File: src/assert_macros.svh
// ----------------------------------------------------------------------------
// Assertion macros
// Clocked assertion wrappers; they compile to nothing when SYNTHESIS is set.
// ----------------------------------------------------------------------------
`ifndef ASSERT_MACROS_SVH
`define ASSERT_MACROS_SVH

`ifndef SYNTHESIS
// checked only while out of reset
`define PSG_ASSERT(label, clk, rst_n, prop) \
  label: assert property (@(posedge clk) disable iff (!rst_n) prop) \
    else $error("psg assertion failed");
// checked at every edge, reset included
`define PSG_ASSERT_ALWAYS(label, clk, prop) \
  label: assert property (@(posedge clk) prop) \
    else $error("psg assertion failed");
`else
`define PSG_ASSERT(label, clk, rst_n, prop)
`define PSG_ASSERT_ALWAYS(label, clk, prop)
`endif

`endif

File: src/psg_pkg.sv
// ----------------------------------------------------------------------------
// PSG package
// Commands, register write bundles and timing constants of the sound generator.
// ----------------------------------------------------------------------------
package psg_pkg;

  // chip ticks advanced per output sample (range 1..16)
  localparam int unsigned TICKS_PER_SAMPLE = 6;

  localparam logic [11:0] TONE_TICKS  = 12'(TICKS_PER_SAMPLE);
  localparam logic [4:0]  NOISE_TICKS = 5'(TICKS_PER_SAMPLE);

  localparam logic [10:0] PERIOD_ZERO = 11'h400;
  localparam logic [15:0] LFSR_SEED   = 16'h8000;
  localparam logic [1:0]  NOISE_SEL   = 2'd3;
  localparam logic [1:0]  NOISE_TONE2 = 2'd3;
  localparam logic [7:0]  READ_VALUE  = 8'h03;

  typedef enum logic [1:0] {
    CMD_LATCH  = 2'd0,
    CMD_READ   = 2'd1,
    CMD_SAMPLE = 2'd2,
    CMD_NOP    = 2'd3
  } psg_cmd_t;

  // register write to one tone channel
  typedef struct packed {
    logic       en;
    logic       amp;   // attenuation write
    logic       lo;    // period bits 3..0
    logic       hi;    // period bits 9..4
    logic [5:0] data;
  } psg_tone_wr_t;

  // register write to the noise channel
  typedef struct packed {
    logic       en;
    logic       amp;   // attenuation write, else control write
    logic [3:0] data;
  } psg_noise_wr_t;

endpackage

File: src/psg_tone_noise_generator.sv
// ----------------------------------------------------------------------------
// PSG tone and noise generator
// Four-voice sound generator: three square tones, one LFSR noise, lowpass mix.
// ----------------------------------------------------------------------------
// Every item yields exactly one result, in order. An item goes into an input
// register; when the result register can take it, the channel logic and the
// mixer/filter work on it in one pass and load the result register, so a new
// item is taken in every cycle unless out_ready stalls the result register:
// throughput is one item per clock while the output is not stalled. in_ready
// drops only while both the input and result registers hold items and
// out_ready is low. cmd 0 latches data_byte, cmd 1 applies the latched byte
// to the voice registers and reads back 3, cmd 2 advances all voices by
// TICKS_PER_SAMPLE chip ticks and returns the filtered sample, cmd 3 does
// nothing. Unused result fields read as zero.
module psg_tone_noise_generator (
  input  logic               clk,
  input  logic               rst_n,
  input  logic               in_valid,
  output logic               in_ready,
  input  logic [1:0]         in_cmd,
  input  logic [7:0]         in_data_byte,
  output logic               out_valid,
  input  logic               out_ready,
  output logic [1:0]         out_result_kind,
  output logic [7:0]         out_read_data,
  output logic signed [15:0] out_sample
);
  import psg_pkg::*;
  `include "assert_macros.svh"

  // input register
  logic       in_v_r, in_v_nxt;
  logic [1:0] in_cmd_r;
  logic [7:0] in_byte_r;

  // result register
  logic               out_v_r, out_v_nxt;
  logic [1:0]         out_kind_r;
  logic [7:0]         out_rd_r;
  logic signed [15:0] out_smp_r;

  // chip-side state
  logic [7:0] latched_r, latched_nxt;
  logic [1:0] sel_r, sel_nxt;

  logic advance, fire;
  logic do_latch, do_apply, do_tick;

  psg_tone_wr_t      tone_wr [3];
  psg_noise_wr_t     noise_wr;
  logic signed [4:0] tone_level [3];
  logic              tone_flip [3];
  logic signed [4:0] noise_level;
  logic signed [15:0] sample;

  assign advance  = !out_v_r || out_ready;
  assign fire     = in_v_r && advance;
  assign in_ready = !in_v_r || advance;

  always_comb begin
    do_latch = 1'b0;
    do_apply = 1'b0;
    do_tick  = 1'b0;
    unique case (psg_cmd_t'(in_cmd_r))
      CMD_LATCH:  do_latch = fire;
      CMD_READ:   do_apply = fire;
      CMD_SAMPLE: do_tick  = fire;
      CMD_NOP:    ;
      default:    ;
    endcase
  end

  // byte decode: bit7 set selects a channel, bit7 clear writes high period bits
  always_comb begin
    latched_nxt = do_latch ? in_byte_r : latched_r;
    sel_nxt     = (do_apply && latched_r[7]) ? latched_r[6:5] : sel_r;
    for (int i = 0; i < 3; i++) begin
      tone_wr[i].en   = do_apply && (latched_r[7] ? (latched_r[6:5] == 2'(i))
                                                  : (sel_r == 2'(i)));
      tone_wr[i].amp  = latched_r[7] && latched_r[4];
      tone_wr[i].lo   = latched_r[7] && !latched_r[4];
      tone_wr[i].hi   = !latched_r[7];
      tone_wr[i].data = latched_r[5:0];
    end
    noise_wr.en   = do_apply && latched_r[7] && (latched_r[6:5] == NOISE_SEL);
    noise_wr.amp  = latched_r[4];
    noise_wr.data = latched_r[3:0];
  end

  for (genvar g = 0; g < 3; g++) begin : g_tone
    psg_tone u_tone (
      .clk   (clk),
      .rst_n (rst_n),
      .wr    (tone_wr[g]),
      .tick  (do_tick),
      .level (tone_level[g]),
      .flip  (tone_flip[g])
    );
  end

  // noise can follow tone 2's flips
  psg_noise u_noise (
    .clk        (clk),
    .rst_n      (rst_n),
    .wr         (noise_wr),
    .tick       (do_tick),
    .tone2_flip (tone_flip[2]),
    .level      (noise_level)
  );

  psg_mix_filter u_filter (
    .clk    (clk),
    .rst_n  (rst_n),
    .tick   (do_tick),
    .level0 (tone_level[0]),
    .level1 (tone_level[1]),
    .level2 (tone_level[2]),
    .level3 (noise_level),
    .sample (sample)
  );

  always_comb begin
    in_v_nxt = in_v_r;
    if (in_valid && in_ready) begin
      in_v_nxt = 1'b1;
    end else if (fire) begin
      in_v_nxt = 1'b0;
    end
    out_v_nxt = out_v_r;
    if (fire) begin
      out_v_nxt = 1'b1;
    end else if (out_ready) begin
      out_v_nxt = 1'b0;
    end
  end

  always_ff @(posedge clk) begin
    if (!rst_n) begin
      in_v_r    <= 1'b0;
      out_v_r   <= 1'b0;
      latched_r <= '0;
      sel_r     <= '0;
    end else begin
      in_v_r    <= in_v_nxt;
      out_v_r   <= out_v_nxt;
      latched_r <= latched_nxt;
      sel_r     <= sel_nxt;
    end
  end

  // payload registers
  always_ff @(posedge clk) begin
    if (in_valid && in_ready) begin
      in_cmd_r  <= in_cmd;
      in_byte_r <= in_data_byte;
    end
    if (fire) begin
      out_kind_r <= in_cmd_r;
      out_rd_r   <= do_apply ? READ_VALUE : 8'd0;
      out_smp_r  <= do_tick ? sample : 16'sd0;
    end
  end

  assign out_valid       = out_v_r;
  assign out_result_kind = out_kind_r;
  assign out_read_data   = out_rd_r;
  assign out_sample      = out_smp_r;

  // backpressure only when both registers are full and the output stalls
  `PSG_ASSERT(a_ready_stall, clk, rst_n, !in_ready |-> (in_v_r && out_v_r && !out_ready))
  // read results always carry the status value
  `PSG_ASSERT(a_read_value, clk, rst_n,
              (out_valid && out_result_kind == CMD_READ) |-> (out_read_data == READ_VALUE))
  // only sample results carry audio
  `PSG_ASSERT(a_sample_zero, clk, rst_n,
              (out_valid && out_result_kind != CMD_SAMPLE) |-> (out_sample == 16'sd0))
  // a new result is loaded only when the input stage held an item
  `PSG_ASSERT(a_out_source, clk, rst_n,
              (out_valid && !$past(out_valid)) |-> $past(in_v_r))

endmodule

File: src/psg_tone.sv
// ----------------------------------------------------------------------------
// PSG tone channel
// Period, down counter and square wave level of one tone voice.
// ----------------------------------------------------------------------------
module psg_tone (
  input  logic                 clk,
  input  logic                 rst_n,
  input  psg_pkg::psg_tone_wr_t wr,
  input  logic                 tick,
  output logic signed [4:0]    level,
  output logic                 flip
);
  import psg_pkg::*;

  logic [10:0]       period_r, period_nxt;
  logic [11:0]       counter_r, counter_nxt;
  logic [3:0]        amp_r, amp_nxt;
  logic signed [4:0] level_r, level_nxt;

  always_comb begin
    logic signed [4:0] amp_s;
    logic [10:0]       p;
    amp_s       = $signed({1'b0, amp_r});
    p           = period_r;
    period_nxt  = period_r;
    counter_nxt = counter_r;
    amp_nxt     = amp_r;
    level_nxt   = level_r;
    flip        = 1'b0;
    if (wr.en) begin
      if (wr.amp) begin
        amp_nxt = 4'hF - wr.data[3:0];
      end else if (wr.lo) begin
        p = {1'b0, period_r[9:4], wr.data[3:0]};
      end else if (wr.hi) begin
        p = {1'b0, wr.data, period_r[3:0]};
      end
      // any write fixes up a zero period
      period_nxt = (p == 11'd0) ? PERIOD_ZERO : p;
    end
    if (tick) begin
      if (counter_r < TONE_TICKS) begin
        counter_nxt = {1'b0, period_r};
        flip        = 1'b1;
        level_nxt   = (level_r > 5'sd0) ? -amp_s : amp_s;
      end else begin
        counter_nxt = counter_r - TONE_TICKS;
      end
    end
  end

  assign level = level_nxt;

  always_ff @(posedge clk) begin
    if (!rst_n) begin
      period_r  <= '0;
      counter_r <= '0;
      amp_r     <= '0;
      level_r   <= '0;
    end else begin
      period_r  <= period_nxt;
      counter_r <= counter_nxt;
      amp_r     <= amp_nxt;
      level_r   <= level_nxt;
    end
  end

endmodule

File: src/psg_noise.sv
// ----------------------------------------------------------------------------
// PSG noise channel
// Noise divider and 16-bit LFSR, clocked by its divider or by tone 2 flips.
// ----------------------------------------------------------------------------
module psg_noise (
  input  logic                  clk,
  input  logic                  rst_n,
  input  psg_pkg::psg_noise_wr_t wr,
  input  logic                  tick,
  input  logic                  tone2_flip,
  output logic signed [4:0]     level
);
  import psg_pkg::*;

  logic [4:0]        counter_r, counter_nxt;
  logic [2:0]        ctrl_r, ctrl_nxt;
  logic [3:0]        amp_r, amp_nxt;
  logic [15:0]       lfsr_r, lfsr_nxt;
  logic signed [4:0] level_r, level_nxt;

  always_comb begin
    logic        do_shift;
    logic [15:0] s;
    logic        top;
    logic signed [4:0] amp_s;
    amp_s       = $signed({1'b0, amp_r});
    do_shift    = 1'b0;
    counter_nxt = counter_r;
    ctrl_nxt    = ctrl_r;
    amp_nxt     = amp_r;
    lfsr_nxt    = lfsr_r;
    level_nxt   = level_r;
    if (wr.en) begin
      if (wr.amp) begin
        amp_nxt = 4'hF - wr.data;
      end else begin
        ctrl_nxt = wr.data[2:0];
      end
    end
    if (tick) begin
      if (ctrl_r[1:0] == NOISE_TONE2) begin
        do_shift = tone2_flip;
      end else if (counter_r < NOISE_TICKS) begin
        do_shift    = 1'b1;
        counter_nxt = 5'd2 << ctrl_r[1:0];
      end else begin
        counter_nxt = counter_r - NOISE_TICKS;
      end
    end
    // a stuck-at-zero register is reseeded before it shifts
    s   = (lfsr_r == 16'd0) ? LFSR_SEED : lfsr_r;
    top = s[0] ^ (ctrl_r[2] & s[3]);
    if (do_shift) begin
      lfsr_nxt  = {top, s[15:1]};
      level_nxt = s[1] ? amp_s : -amp_s;
    end
  end

  assign level = level_nxt;

  always_ff @(posedge clk) begin
    if (!rst_n) begin
      counter_r <= '0;
      ctrl_r    <= '0;
      amp_r     <= '0;
      lfsr_r    <= LFSR_SEED;
      level_r   <= '0;
    end else begin
      counter_r <= counter_nxt;
      ctrl_r    <= ctrl_nxt;
      amp_r     <= amp_nxt;
      lfsr_r    <= lfsr_nxt;
      level_r   <= level_nxt;
    end
  end

endmodule

File: src/psg_mix_filter.sv
// ----------------------------------------------------------------------------
// PSG mixer and lowpass
// Sums the four voice levels and runs the one-pole filter acc += (x-acc)>>>3.
// ----------------------------------------------------------------------------
module psg_mix_filter (
  input  logic               clk,
  input  logic               rst_n,
  input  logic               tick,
  input  logic signed [4:0]  level0,
  input  logic signed [4:0]  level1,
  input  logic signed [4:0]  level2,
  input  logic signed [4:0]  level3,
  output logic signed [15:0] sample
);
  import psg_pkg::*;

  logic signed [31:0] acc_r, acc_nxt;
  logic signed [6:0]  sum;
  logic signed [31:0] target;
  logic signed [32:0] diff;
  logic signed [32:0] step;

  assign sum    = 7'(level0) + 7'(level1) + 7'(level2) + 7'(level3);
  // each level unit weighs 2^25
  assign target = $signed({sum, 25'd0});
  assign diff   = 33'(target) - 33'(acc_r);
  assign step   = diff >>> 3;
  assign acc_nxt = acc_r + step[31:0];
  assign sample  = acc_nxt[31:16];

  always_ff @(posedge clk) begin
    if (!rst_n) begin
      acc_r <= '0;
    end else if (tick) begin
      acc_r <= acc_nxt;
    end
  end

endmodule

File: config.mk
export PLATFORM = sky130hd
export DESIGN_NAME = psg_tone_noise_generator
export DESIGN_NICKNAME = d
export VERILOG_FILES = /design/src/psg_pkg.sv /design/src/psg_tone_noise_generator.sv /design/src/psg_tone.sv /design/src/psg_noise.sv /design/src/psg_mix_filter.sv
export VERILOG_INCLUDE_DIRS = /design/src /design/src/src
export SDC_FILE = /design/constraint.sdc
export NUM_CORES = 1
export LEC_CHECK = 0
export ABC_AREA = 1
export BUFFER_PORTS_ARGS = -buffer_cell sky130_fd_sc_hd__buf_4
export CAP_MARGIN = 20
export CORE_ASPECT_RATIO = 0.7
export CORE_MARGIN = 4
export CORE_UTILIZATION = 55
export CTS_CLUSTER_DIAMETER = 40
export DETAILED_ROUTE_END_ITERATION = 6
export HOLD_SLACK_MARGIN = 0.05
export PLACE_DENSITY = 0.73
export REMOVE_ABC_BUFFERS = 1
export SLEW_MARGIN = 40
export SYNTH_ARGS = -nofsm -noshare
export SYNTH_HDL_FRONTEND = slang
export SYNTH_SLANG_ARGS = --single-unit
File: constraint.sdc
create_clock -name clk -period 20.2 [get_ports clk]
set_input_delay 4.04 -clock clk [delete_from_list [all_inputs] [get_ports clk]]
set_output_delay 4.04 -clock clk [all_outputs]
set_load 0.01 [all_outputs]
==> run_results.csv <==
group,metric,value,unit
run_status,status,"finished, final reports clean",
cells_and_area,nets,1700,
drt,dr_total_vias,10570,
worst_setup_path,cp_common_cell,"nand2_1",
synth,yosysWarnings,0,
clocking,hold_buffers,0,
worst_setup_path,crit_type,"primary input to flip-flop",
timing,final_max_slew_viol_count,0,
place,gp_congestion,0.9855,
clocking,post_cts_buffers,0,
floorplanning,core-area,20640,sq um
worst_setup_path,critPathArrivalTime,11260,ps
place,post-place-ws,8809,ps
global_route,grt_use_total,25.44,%
synth,synth_edf_count,29,
clocking,root_buffer,"clkbuf_16",
timing,tightest_slew,836.2,ps
timing,rsz0062_at_grt,"false",
cells_and_area,final_util,60.62,%
worst_setup_path,cp_max_fo,63,
place,portBuffers,35,
floorplanning,rows,44,
timing,fin_skew,10.74,ps
clocking,cts_buffers,17,
power,power.switching,0.4078,mW
global_route,grt_pass1_vias,9200,
worst_setup_path,slowest_stage,"nor2_1",
min_path,hp-class,"flip-flop to flip-flop",
timing,fin_crit_sh,54.74,%
power,power_frac_clock,29.6,%
floorplanning,fp.dieW,181.0,um
floorplanning,start_util,55.84,%
synth,yosysSeqAreaShare,36.90,%
clocking,cts_max_level,4,
power,p_int,0.7054,mW
drt,first_iter_violations,1022,
min_path,hold_depth,2,
place,placed_cell_area,11960,sq um
floorplanning,die-area,23380,sq um
global_route,grt_max_degree,88,
power,worst_ir_drop_vdd,0.00005621,V
timing,fmax,0.09044,GHz
cells_and_area,syn_to_final_growth,8.563,%
clocking,cts_tree,"done",
clocking,clock_path_buffers,2,
power,p_comb_share,32.2,%
worst_setup_path,reg2reg_depth,35,
drt,drt-total-wl,30.19,mm
drt,post_drt_wl_per_cell,15.79,um
cells_and_area,drive_gt1_share,6.296,%
timing,setup_viol,0,
worst_setup_path,critPathCaptureType,"flip-flop",
cells_and_area,final_common_cell,"nand2_1",
clocking,post_cts_resized,0,
worst_setup_path,slowest_delay,630,ps
synth,synthFlopType,"dfxtp_1",
drt,drc,0,
floorplanning,die_h,129.1,um
worst_setup_path,crit_path_start_kind,"primary input",
global_route,grt.overflow.total,0,
run,max_cap_viol_count,0,
timing,finalCriticalPeriod,11060,ps
drt,final_antenna_net_count,0,
cells_and_area,final_cell_mix,"nand2_1, inv_1, a21oi_1",
global_route,antenna_found_initial,0,
drt,dr.pass1.iters,6,
worst_setup_path,worstPathRequired,20400,ps
power,pwr_density_cell,88.95,nW/um^2
drt,viasPerCell,5.530,
timing,fin_ws,9143,ps
clocking,cts_sinks,198,
synth,syn_inst,1614,
floorplanning,io_pins,42,
global_route,grt_first_pass_wirelength,47.82,mm
timing,relSlewSlack,44.25,%
power,p_leak,5.758,nW
clocking,cts.clk_slew.worst_paths,80,ps
synth,avgSynthCellArea,7.143,sq um
power,pwr-share-seq,38.2,%
synth,synthArstFlopShare,0,%
cells_and_area,final_area,12520,sq um
synth,ys_seq_elements,198,
synth,synth_area,11530,sq um
timing,finalSetupTns,0,ps
power,p_sw_share,36.63,%
clocking,clkLatencyLatePin,450,ps
cells_and_area,diodes,0,
synth,ys_types,55,
timing,hold_viol,0,
place,post-dp-hpwl,22.19,mm
==> worst max-delay path: cells and delay by family <==
family | cells | cell delay [ps]
AOI/OAI and AO/OA | 7 | 910
and+or+nand+nor | 14 | 2100
buffers and inverters | 11 | 1670
xor gates and xnor gates | 1 | 180
muxes | 1 | 370
adders and majority gates | 5 | 1950
==> sequential cells by signal (all words and copies together), names as in the netlist, 2 cells and up <==
signal	flops
g_tone.u_tone.amp_r	12
g_tone.u_tone.counter_r	33
g_tone.u_tone.level_r	15
g_tone.u_tone.period_r	33
in_byte_r	8
in_cmd_r	2
latched_r	8
out_result_kind	2
out_sample	16
sel_r	2
u_filter.acc_r	32
u_noise.amp_r	4
u_noise.counter_r	4
u_noise.ctrl_r	3
u_noise.level_r	5
u_noise.lfsr_r	16
==> metal layers <==
metal  vias to the layer above  GRT usage [%]  routed length [um]
li1                       5369              -                   -
met1                      4838          40.51               15630
met2                       348          34.98               11690
met3                        18          5.499                2599
met4                         0          5.602                 269
met5                         -              0                   0
==> synthesized netlist by cell type, drive strengths merged, types with 8 or more instances <==
| master | n | area share [%] |
|---|---|---|
| a21oi | 200 | 8.8 |
| nand2 | 284 | 9.3 |
| nand3 | 75 | 3.3 |
| buf | 16 | 0.92 |
| or2 | 8 | 0.43 |
| o21ai | 154 | 6.7 |
| nand4 | 10 | 0.54 |
| xor2 | 36 | 2.7 |
| nor3 | 30 | 1.4 |
| ha | 51 | 5.5 |
| a211oi | 18 | 1.2 |
| clkbuf | 37 | 1.2 |
| a31oi | 17 | 0.92 |
| nor2 | 150 | 5.3 |
| inv | 250 | 8.1 |
| xnor2 | 11 | 0.84 |
| fa | 11 | 1.9 |
| edfxtp | 29 | 7.6 |
| dfxtp | 169 | 29 |
==> per-stage QoR <==
stage | total power, mW | hold WS (ps) | std cells
floorplan | 0.6957 | 427.3 | 1566
global placement | 0.7779 | 449.9 | 1881
detailed placement | 0.7819 | 453.0 | 1881
CTS | 1.111 | 469.6 | 1912
global route | 1.180 | 502.0 | 1912
finish | 1.113 | 469.8 | 1912
==> final cells by class <==
type	count	area, sq um
well taps	276	345.3
multi-input cells	1118	6132
inverters	250	938.4
clock inverters	9	66.31
repair buffers	39	292.8
clock buffers	22	486.7
fillers	1944	8129
flip-flops and latches	198	4254
==> power by group through the flow <==
stage                     logic (mW)  clock network [mW]  registers [mW]
after CTS                      0.351               0.335           0.425
after global placement         0.344                   0           0.434
after floorplan                0.264                   0           0.432
final                          0.359               0.329           0.425
after global routing           0.404               0.349           0.427
after detailed placement       0.348                   0           0.434
==> final timing paths <==
kind / startpoint / to / slack (ps)
max: out_ready / out_sample[14] / 9140
min: latched_r[6] / latched_r[6] / 470
max reg2reg: in_cmd_r[0] / out_sample[14] / 12500
min reg2reg: latched_r[6] / latched_r[6] / 470
==> cell families after synthesis <==
family,count (synthesis),share of synthesized area [%]
flops,198,36.90
other cells,1,0.03253
simple gates,574,21.27
xor+xnor,47,3.571
buf+inv,303,10.27
mux,4,0.3582
fa+ha+maj,62,7.445
compound gates,425,20.15
Note: power is estimated with default switching activity, not from simulation.
